--- src/rtl/rfre_pkg.sv ---
`default_nettype none
// ----------------------------------------------------------------------------
// rfre_pkg
// Shared types and constants of the Raft follower engine: item layouts,
// action, role and status codes, register indexes and timer widths.
// ----------------------------------------------------------------------------
package rfre_pkg;

    localparam int IDX_W       = 31;
    localparam int TERM_W      = 31;
    localparam int ID_BITS     = 8;
    localparam int TMR_W       = 16;
    localparam int CFG_W       = 15;
    localparam int LOG_DEPTH_DEF = 256;

    localparam logic [TMR_W-1:0]  LFSR_SEED = 16'hACE1;
    localparam logic [TMR_W-1:0]  TMR_MAX   = '1;
    localparam logic [IDX_W-1:0]  IDX_MAX   = '1;
    localparam logic [ID_BITS:0]  NO_ID     = '1;

    localparam logic [CFG_W-1:0]  ELECTION_RST  = 15'd10;
    localparam logic [CFG_W-1:0]  HEARTBEAT_RST = 15'd2;
    localparam logic [7:0]        COMPACT_RST   = 8'd4;

    // action codes
    localparam logic [2:0] ACT_TICK  = 3'd0;
    localparam logic [2:0] ACT_VOTE  = 3'd1;
    localparam logic [2:0] ACT_PRE   = 3'd2;
    localparam logic [2:0] ACT_APP   = 3'd3;
    localparam logic [2:0] ACT_SNAP  = 3'd4;

    // role codes
    localparam logic [1:0] ROLE_CAND   = 2'd1;
    localparam logic [1:0] ROLE_LEADER = 2'd2;

    // status codes
    localparam logic [2:0] ST_OK       = 3'd0;
    localparam logic [2:0] ST_STALE    = 3'd1;
    localparam logic [2:0] ST_COMPACT  = 3'd2;
    localparam logic [2:0] ST_MISSING  = 3'd3;
    localparam logic [2:0] ST_MISMATCH = 3'd4;
    localparam logic [2:0] ST_FULL     = 3'd5;

    // register indexes
    localparam logic [1:0] CFG_ELECTION  = 2'd0;
    localparam logic [1:0] CFG_HEARTBEAT = 2'd1;
    localparam logic [1:0] CFG_COMPACT   = 2'd2;

    typedef struct packed {
        logic [2:0]         action;
        logic [1:0]         local_role;
        logic [TERM_W-1:0]  msg_term;
        logic [ID_BITS-1:0] sender_id;
        logic [IDX_W-1:0]   ref_index;
        logic [TERM_W-1:0]  ref_term;
        logic [IDX_W-1:0]   leader_commit_index;
        logic               has_entry;
        logic [7:0]         entry_pos;
        logic [TERM_W-1:0]  entry_term;
        logic               entry_last;
    } t_in;

    typedef struct packed {
        logic [TERM_W-1:0]  reply_term;
        logic               success;
        logic [IDX_W-1:0]   match_point;
        logic [IDX_W-1:0]   retry_index;
        logic signed [31:0] retry_term;
        logic [2:0]         status;
        logic [IDX_W-1:0]   commit_point;
        logic               election_due;
        logic               heartbeat_due;
        logic               became_follower;
    } t_out;

    // divider handshake
    typedef struct packed {
        logic             done;
        logic [CFG_W-1:0] rem;
    } t_div_rsp;

endpackage
`default_nettype wire

--- src/rtl/rfre_mod16.sv ---
`default_nettype none
// ----------------------------------------------------------------------------
// rfre_mod16
// Restoring remainder unit, one dividend bit per cycle, for the timeout draw.
// ----------------------------------------------------------------------------
module rfre_mod16 (
    input  wire logic                      i_clk,
    input  wire logic                      i_rst_n,
    input  wire logic                      i_start,
    input  wire logic [rfre_pkg::TMR_W-1:0] i_dividend,
    input  wire logic [rfre_pkg::CFG_W-1:0] i_divisor,
    output      rfre_pkg::t_div_rsp        o_rsp
);
    import rfre_pkg::*;

    logic              r_busy;
    logic [3:0]        r_cnt;
    logic [TMR_W-1:0]  r_dvd;
    logic [CFG_W-1:0]  r_rem;
    logic [CFG_W-1:0]  r_dsr;
    logic              r_done;
    logic [CFG_W:0]    shifted;
    logic [CFG_W:0]    diff;

    always_comb begin
        shifted = {r_rem, r_dvd[TMR_W-1]};
        diff    = shifted - {1'b0, r_dsr};
    end

    always_ff @(posedge i_clk) begin
        if (!i_rst_n) begin
            r_busy <= 1'b0;
            r_done <= 1'b0;
            r_cnt  <= '0;
        end else begin
            r_done <= r_busy && !i_start && (r_cnt == 4'hF);
            if (i_start) begin
                r_busy <= 1'b1;
                r_cnt  <= '0;
                r_dvd  <= i_dividend;
                r_dsr  <= i_divisor;
                r_rem  <= '0;
            end else if (r_busy) begin
                // keep the partial remainder below the divisor
                if (shifted >= {1'b0, r_dsr}) r_rem <= diff[CFG_W-1:0];
                else                          r_rem <= shifted[CFG_W-1:0];
                r_dvd <= {r_dvd[TMR_W-2:0], 1'b0};
                r_cnt <= r_cnt + 4'd1;
                if (r_cnt == 4'hF) r_busy <= 1'b0;
            end
        end
    end

    assign o_rsp.done = r_done;
    assign o_rsp.rem  = r_rem;

endmodule
`default_nettype wire

--- config.mk ---
export PLATFORM = sky130hd
export DESIGN_NAME = rfre_mod16
export DESIGN_NICKNAME = d
export VERILOG_FILES = /design/src/rtl/rfre_pkg.sv /design/src/rtl/rfre_mod16.sv
export SDC_FILE = /design/constraint.sdc
export NUM_CORES = 1
export LEC_CHECK = 0
export ABC_AREA = 0
export BUFFER_PORTS_ARGS = -buffer_cell sky130_fd_sc_hd__buf_2
export CORE_MARGIN = 2
export CORE_UTILIZATION = 60
export DETAILED_ROUTE_END_ITERATION = 8
export PLACE_DENSITY = 0.84
export SYNTH_ARGS = -nofsm -noshare
export SYNTH_HDL_FRONTEND = slang
export SYNTH_SLANG_ARGS = --single-unit
--- constraint.sdc ---
create_clock -name i_clk -period 6.7 [get_ports i_clk]
set_input_delay 0.67 -clock i_clk [delete_from_list [all_inputs] [get_ports i_clk]]
set_output_delay 0.67 -clock i_clk [all_outputs]
set_load 0.01 [all_outputs]
==> results of run 1 <==
[registers in the layout, summed over array words and instances, names as in the netlist]
signal  flops
r_busy      1
r_cnt       4
r_done      1
r_dsr      15
r_dvd      16
r_rem      15
[through the flow]
stage | setup slack (ns) | cells | cell area [um2] | utilization | power [mW]
5_1_grt | 3.41 | 379 | 3370 | 0.709 | 0.842
3_3_place_gp | 3.84 | 371 | 3280 | 0.690 | 0.617
3_5_place_dp | 3.75 | 371 | 3280 | 0.690 | 0.623
4_1_cts | 3.73 | 379 | 3370 | 0.709 | 0.802
6_report | 3.74 | 379 | 3370 | 0.709 | 0.803
2_1_floorplan | 4.18 | 261 | 2990 | - | 0.571
[report_power, final]
part | leakage [nW] | switching (mW) | internal (mW)
clock | 0.0462 | 0.108 | 0.0767
sequential | 0.489 | 0.0139 | 0.384
combinational | 0.883 | 0.123 | 0.0967
total | 1.42 | 0.245 | 0.557
[kinds of logic (layout without fill, tap and decap cells)]
| family | count (synthesis) | count (layout) | synth area share |
|---|---|---|---|
| xor gates and xnor gates | 11 | 11 | 0.0322 |
| AOI/OAI and AO/OA | 59 | 59 | 0.145 |
| adders and majority gates | 17 | 17 | 0.0736 |
| and+or+nand+nor | 67 | 67 | 0.112 |
| buffers and inverters | 30 | 81 | 0.0448 |
| muxes | 25 | 25 | 0.0904 |
| DFF | 52 | 52 | 0.502 |
[critical path: cells and delay by family, from the launching register on]
family / cells / cell delay [ns]
DFF: 1 / 0.35
and+or+nand+nor: 2 / 0.23
buffers and inverters: 1 / 0.05
AOI/OAI and AO/OA: 3 / 1.15
adders and majority gates: 2 / 0.63
muxes: 1 / 0.29
[Yosys cell counts (2+ instances only)]
cell type and n:
o21a_1 4, and3_1 5, nand3b_1 2, a21oi_1 12
mux2i_1 9, a211oi_2 4, edfxtp_1 46, nand4_1 2
clkbuf_1 2, buf_1 2, o211ai_1 3, xor2_1 4
o2111ai_1 4, inv_1 23, a21o_1 3, nor2_1 20
nor3_1 6, a311o_1 2, ha_1 16, nand2b_1 4
a31oi_1 3, and2_1 2, a211o_1 2, or2_2 2
nand2_1 13, o21ai_0 11, nand3_1 5, dfxtp_1 6
mux2_2 16, a211oi_1 2, o22ai_1 2, xnor2_1 7
[final cells by class]
| type | instances | share of cell area |
|---|---|---|
| sequential | 52 | 0.446 |
| multi-input combinational | 179 | 0.402 |
| timing repair buffer | 50 | 0.0750 |
| inverter | 23 | 0.0256 |
| tap | 67 | 0.0249 |
| clock buffer | 6 | 0.0215 |
| clock inverter | 2 | 0.00520 |
[metal layers]
metal,vias to the layer above,wire length (um),share of wire
met5,-,0,0
met4,0,89,0.015
met3,8,384,0.067
met2,71,2760,0.48
met1,1005,2530,0.44
li1,1072,-,-
[final timing paths]
kind | start | end | depth (start not counted)
min reg2reg | r_cnt[3]$_SDFFE_PP0P_ | r_done$_SDFF_PN0_ | 2
min | r_cnt[3]$_SDFFE_PP0P_ | r_done$_SDFF_PN0_ | 2
max | r_dvd[15]$_DFFE_PP_ | r_rem[6]$_SDFFCE_PP0P_ | 9
max reg2reg | r_dvd[15]$_DFFE_PP_ | r_rem[6]$_SDFFCE_PP0P_ | 9
==> metrics.yaml, run 1 <==
use_met3: 0.0569
drt-initial-drc-count: 174
register_area_mm2: 0.00150
worst_pin_slew_ns: 1.15
die_area_mm2: 0.00556
cp-start-kind: "flip-flop"
vias_per_cell: 5.69
r2r_setup_slack_ns: 3.74
die_w_um: 74.6
wire_per_inst_um: 15.2
grt_busiest_layer: "met2"
fillers: 376
synthCells: 261
cts_setup_buffers: 0
grt_max_degree: 33
fin_setup_tns_ns: 0
antenna_cells: 0
hold_viol_final: 0
final_nets: 362
crit_arrival_ns: 3.01
postRouteAntennaNets: 0
maxCapViolCount: 0
row_count: 25
synth_area_leaders: "edfxtp_1 46%, ha_1 6.7%, mux2_2 6.0%"
critPathMaxFanout: 20
cts_tree: "built"
crit_slowest_cell: "o211ai_2"
slew_violations: 0
gr-usage-met2: 0.363
root_buffer: "clkbuf_8"
layout_commonest_cell: "buf_2"
globalplace.congestion: 0.886
max_stage_delay_ns: 0.45
synth_top_area_cell: "edfxtp_1"
skew_ns: 0.00766
syn_nets: 312
numClockSinks: 52
netlist.area_leader.share: 0.462
grt_pass1_vias: 2053
cts_buffer_depth: 2
min_period_ns: 2.96
ctsResizeCount: 0
ys_seq_elements: 52
clkTransAtPathRegs_ns: 0.10
syn-cell-area_mm2: 0.00299
avgSynthCellArea_um2: 11.5
rsz0062_at_grt: "no"
grt-ovfl-total: 0
max-slew-margin-rel: 0.230
ys_seq_area_frac: 0.502
crit_chain: "inv_1, ha_1, fa_1, nand2b_1, a211o_1, a311o_1, o211ai_2, mux2i_1, nor2_1"
status: "complete, no violations"
grt_first_pass_wirelength_um: 9240
hold_slack_ns: 0.512
area_growth_pct: 12.7
synthArstFlopShare: 0
io_buffers: 49
core_area_mm2: 0.00475
drive_gt1_frac: 0.263
wirelength_um: 5760
synth_flop_cell: "edfxtp_1"
grt_util_met1: 0.295
die_h_um: 74.6
h-tree-depth: 2
multi_input_area_mm2: 0.00136
antenna_found_initial: 0
hp-class: "flip-flop to flip-flop"
power_density_mw_per_mm2: 238
crit_type: "flip-flop to flip-flop"
insertion_delay_ns: 0.31
ios: 50
setup_violations: 0
hold_buffers: 0
dp_hpwl_um: 4260
numCtsBuffers: 5
fmax_ghz: 0.338
leakage_nw: 1.42
gr-usage-all-layers: 0.223
synth_cell_types: 49
min_period_over_period: 0.442
final_cell_mix: "49 x buf_2, 46 x edfxtp_1, 23 x inv_1, 20 x nor2_1"
required_ns: 6.75
critPathCaptureType: "flip-flop"
yosys_warnings: 0
firstDrtPassIters: 5
vias: 2156
synth_edf_count: 46
drcViolationCount: 0
start_util: 0.629
vdd_ir_drop_max_mv: 0.176
Note: power is estimated with default switching activity, not from simulation.
==> run 2: changes to the inputs <==
Settings changed: CORE_UTILIZATION 60 to 56, PLACE_DENSITY 0.84 to 0.79.
Clock period 6.7 ns to 2.9 ns, I/O delays scaled along.
==> run 2 against run 1 <==
  * Non-clock buffer count increased by 13
  * Design area increased by 3.9%
  * Die area increased by 6.8%
  * Total power increased by 140%
  * Critical endpoint is now r_rem[2]$_SDFFCE_PP0P_
  * Largest power group unchanged
==> metrics.yaml, run 2 (synthesis gave the netlist of run 1 again) <==
die_h_um: 77.1  # +3.3%
status: "complete, no violations"
worstHoldStart: "i_divisor[0]"
final_nets: 375  # +3.6%
r2r_setup_slack_ns: 0.16  # -3.58 ns
numClockSinks: 52  # unchanged
required_ns: 2.96  # -3.79 ns
crit_slowest_cell: "fa_1"
crit_chain: "inv_1, ha_1, fa_1, nand2b_1, a211o_1, a311o_1, o211ai_4, buf_4, mux2i_1, nor2_1"
globalplace.congestion: 0.929  # +4.8%
postLayoutCoreUtil: 0.681  # -0.0273
worst_pin_slew_ns: 0.744  # -0.407 ns
numCtsBuffers: 5  # unchanged
min_to: "r_dsr[0]$_DFFE_PP_"
skew_ns: 0.00369  # -0.00396 ns
hold_buffers: 0  # unchanged
vias: 2199  # +2.0%
drt-initial-drc-count: 230  # +32%
crit_arrival_ns: 2.81  # -0.20 ns
antenna_found_initial: 0  # unchanged
core_area_mm2: 0.00514  # +8.1%
cp-start-kind: "flip-flop"
wire_per_inst_um: 14.9  # -1.8%
firstDrtPassIters: 4  # -1
finalPower_mw: 1.90  # +140%
max-slew-margin-rel: 0.504  # +0.274
h-tree-depth: 2  # unchanged
postRouteAntennaNets: 0  # unchanged
min_period_over_period: 0.945  # +0.504
start_util: 0.582  # -0.0472
critPathCaptureType: "flip-flop"
grt_first_pass_wirelength_um: 9880  # +6.9%
final_cell_area_mm2: 0.00350  # +3.9%
grt_max_degree: 22  # -33%
grt_busiest_layer: "met2"
vias_per_cell: 5.57  # -2.1%
crit_type: "flip-flop to flip-flop"
antenna_cells: 0  # unchanged
wirelength_um: 5900  # +2.4%
row_count: 26  # +4.0%
die_w_um: 77.1  # +3.3%
rsz0062_at_grt: "no"
largest_reg_flops: 16  # unchanged
insertion_delay_ns: 0.31  # about the same
max_stage_delay_ns: 0.41  # -0.04 ns
reg2reg_depth: 10  # +1
setup_violations: 0  # unchanged
min_period_ns: 2.74  # -0.218 ns
hold_depth: 1  # -1
vdd_ir_drop_max_mv: 0.359  # +100%
drcViolationCount: 0  # unchanged
power_density_mw_per_mm2: 542  # +130%
hp-class: "primary input to flip-flop"
use_met3: 0.0447  # -0.0122
critPathTopFamily: "compound AO/OA/AOI/OAI gates"
critPathBufInv: 2  # +1
leakage_nw: 1.49  # +5.3%
slew_violations: 0  # unchanged
ios: 50  # unchanged
fin_setup_tns_ns: 0  # unchanged
fmax_ghz: 0.365  # +7.9%
r2r-end: "r_rem[2]$_SDFFCE_PP0P_"
fillers: 407  # +8.2%
drive_gt1_frac: 0.292  # +0.0295
clkTransAtPathRegs_ns: 0.09  # about the same
gr-usage-met2: 0.340  # -0.0225
io_buffers: 49  # unchanged
hold_viol_final: 0  # unchanged
root_buffer: "clkbuf_8"
layout_commonest_cell: "buf_2"
die_area_mm2: 0.00594  # +6.8%
area_growth_pct: 17.1
grt-ovfl-total: 0  # unchanged
grt_pass1_vias: 2130  # +3.8%
final_cell_mix: "49 x buf_2, 46 x edfxtp_1, 23 x inv_1, 20 x nor2_1"
gr-usage-all-layers: 0.211  # -0.0118
cts_buffer_depth: 2  # unchanged
reg_top3: "r_dvd: 16 flops, r_dsr: 15 flops, r_rem: 15 flops"
maxCapViolCount: 0  # unchanged
grt_util_met1: 0.277  # -0.0176
postPlaceCellArea_mm2: 0.00335  # +2.1%
dp_hpwl_um: 4370  # +2.5%
cts_tree: "built"
timing.rr.start: "r_dvd[15]$_DFFE_PP_"
largest_register: "r_dvd"
critPathMaxFanout: 7  # -65%
-- run 2: repair_timing --
action                                 in CTS  in global routing
setup buffers                               0                  6
pin swaps                                   0                  1
gates resized for setup                     1                  0
setup endpoints to repair                   1                  4
endpoints found under the hold margin       0                  0
-- run 2: where the power goes --
group	switching, mW	internal (mW)	leakage, nW	total [mW]
Clock	0.245	0.167	0.0378	0.412
Combinational	0.303	0.265	0.966	0.568
Sequential	0.0315	0.887	0.489	0.919
-- run 2: metrics by stage --
| step | hold WS, ns | setup slack, ns | cells |
|---|---|---|---|
| 6_report | 0.150 | 0.158 | 395 |
| 5_1_grt | 0.136 | 0.0279 | 395 |
| 4_1_cts | 0.141 | 0.0578 | 389 |
| 3_5_place_dp | 0.468 | 0.0195 | 381 |
| 3_3_place_gp | 0.466 | 0.0820 | 381 |
| 2_1_floorplan | 0.389 | 0.377 | 261 |
-- run 2: per-layer routing --
layer  vias to the layer above  wire length (um)
met3                        10               385
met5                         -                 0
li1                       1095                 -
met2                        80              2790
met1                      1014              2600
met4                         0               125
-- run 2: area by class of cell --
cell class	instances	area [um2]	area share
clock buffers	5	68.8	0.0196
clock inverters	3	18.8	0.00536
inverters	23	86.3	0.0247
multi-input cells	179	1360	0.389
flip-flops and latches	52	1500	0.429
well taps	70	87.6	0.0250
repair buffers	63	375	0.107
-- run 2: worst max-delay path by stage --
stage,end,startpoint,cells past startpoint
final,r_rem[2]$_SDFFCE_PP0P_,r_dvd[15]$_DFFE_PP_,10
after global routing,r_rem[2]$_SDFFCE_PP0P_,r_dvd[15]$_DFFE_PP_,10
after CTS,r_rem[13]$_SDFFCE_PP0P_,r_dvd[15]$_DFFE_PP_,10
after detailed placement,r_rem[13]$_SDFFCE_PP0P_,r_dvd[15]$_DFFE_PP_,10
after global placement,r_rem[13]$_SDFFCE_PP0P_,r_dvd[15]$_DFFE_PP_,10
after floorplan,r_rem[2]$_SDFFCE_PP0P_,r_dvd[15]$_DFFE_PP_,10
-- run 2: worst reg2reg max path, stage by stage (launching register included) --
cell and delay (ns):
edfxtp_1 0.36, inv_1 0.05, ha_1 0.22, fa_1 0.41, nand2b_1 0.18, a211o_1 0.28
a311o_1 0.40, o211ai_4 0.19, buf_4 0.19, mux2i_1 0.18, nor2_1 0.05
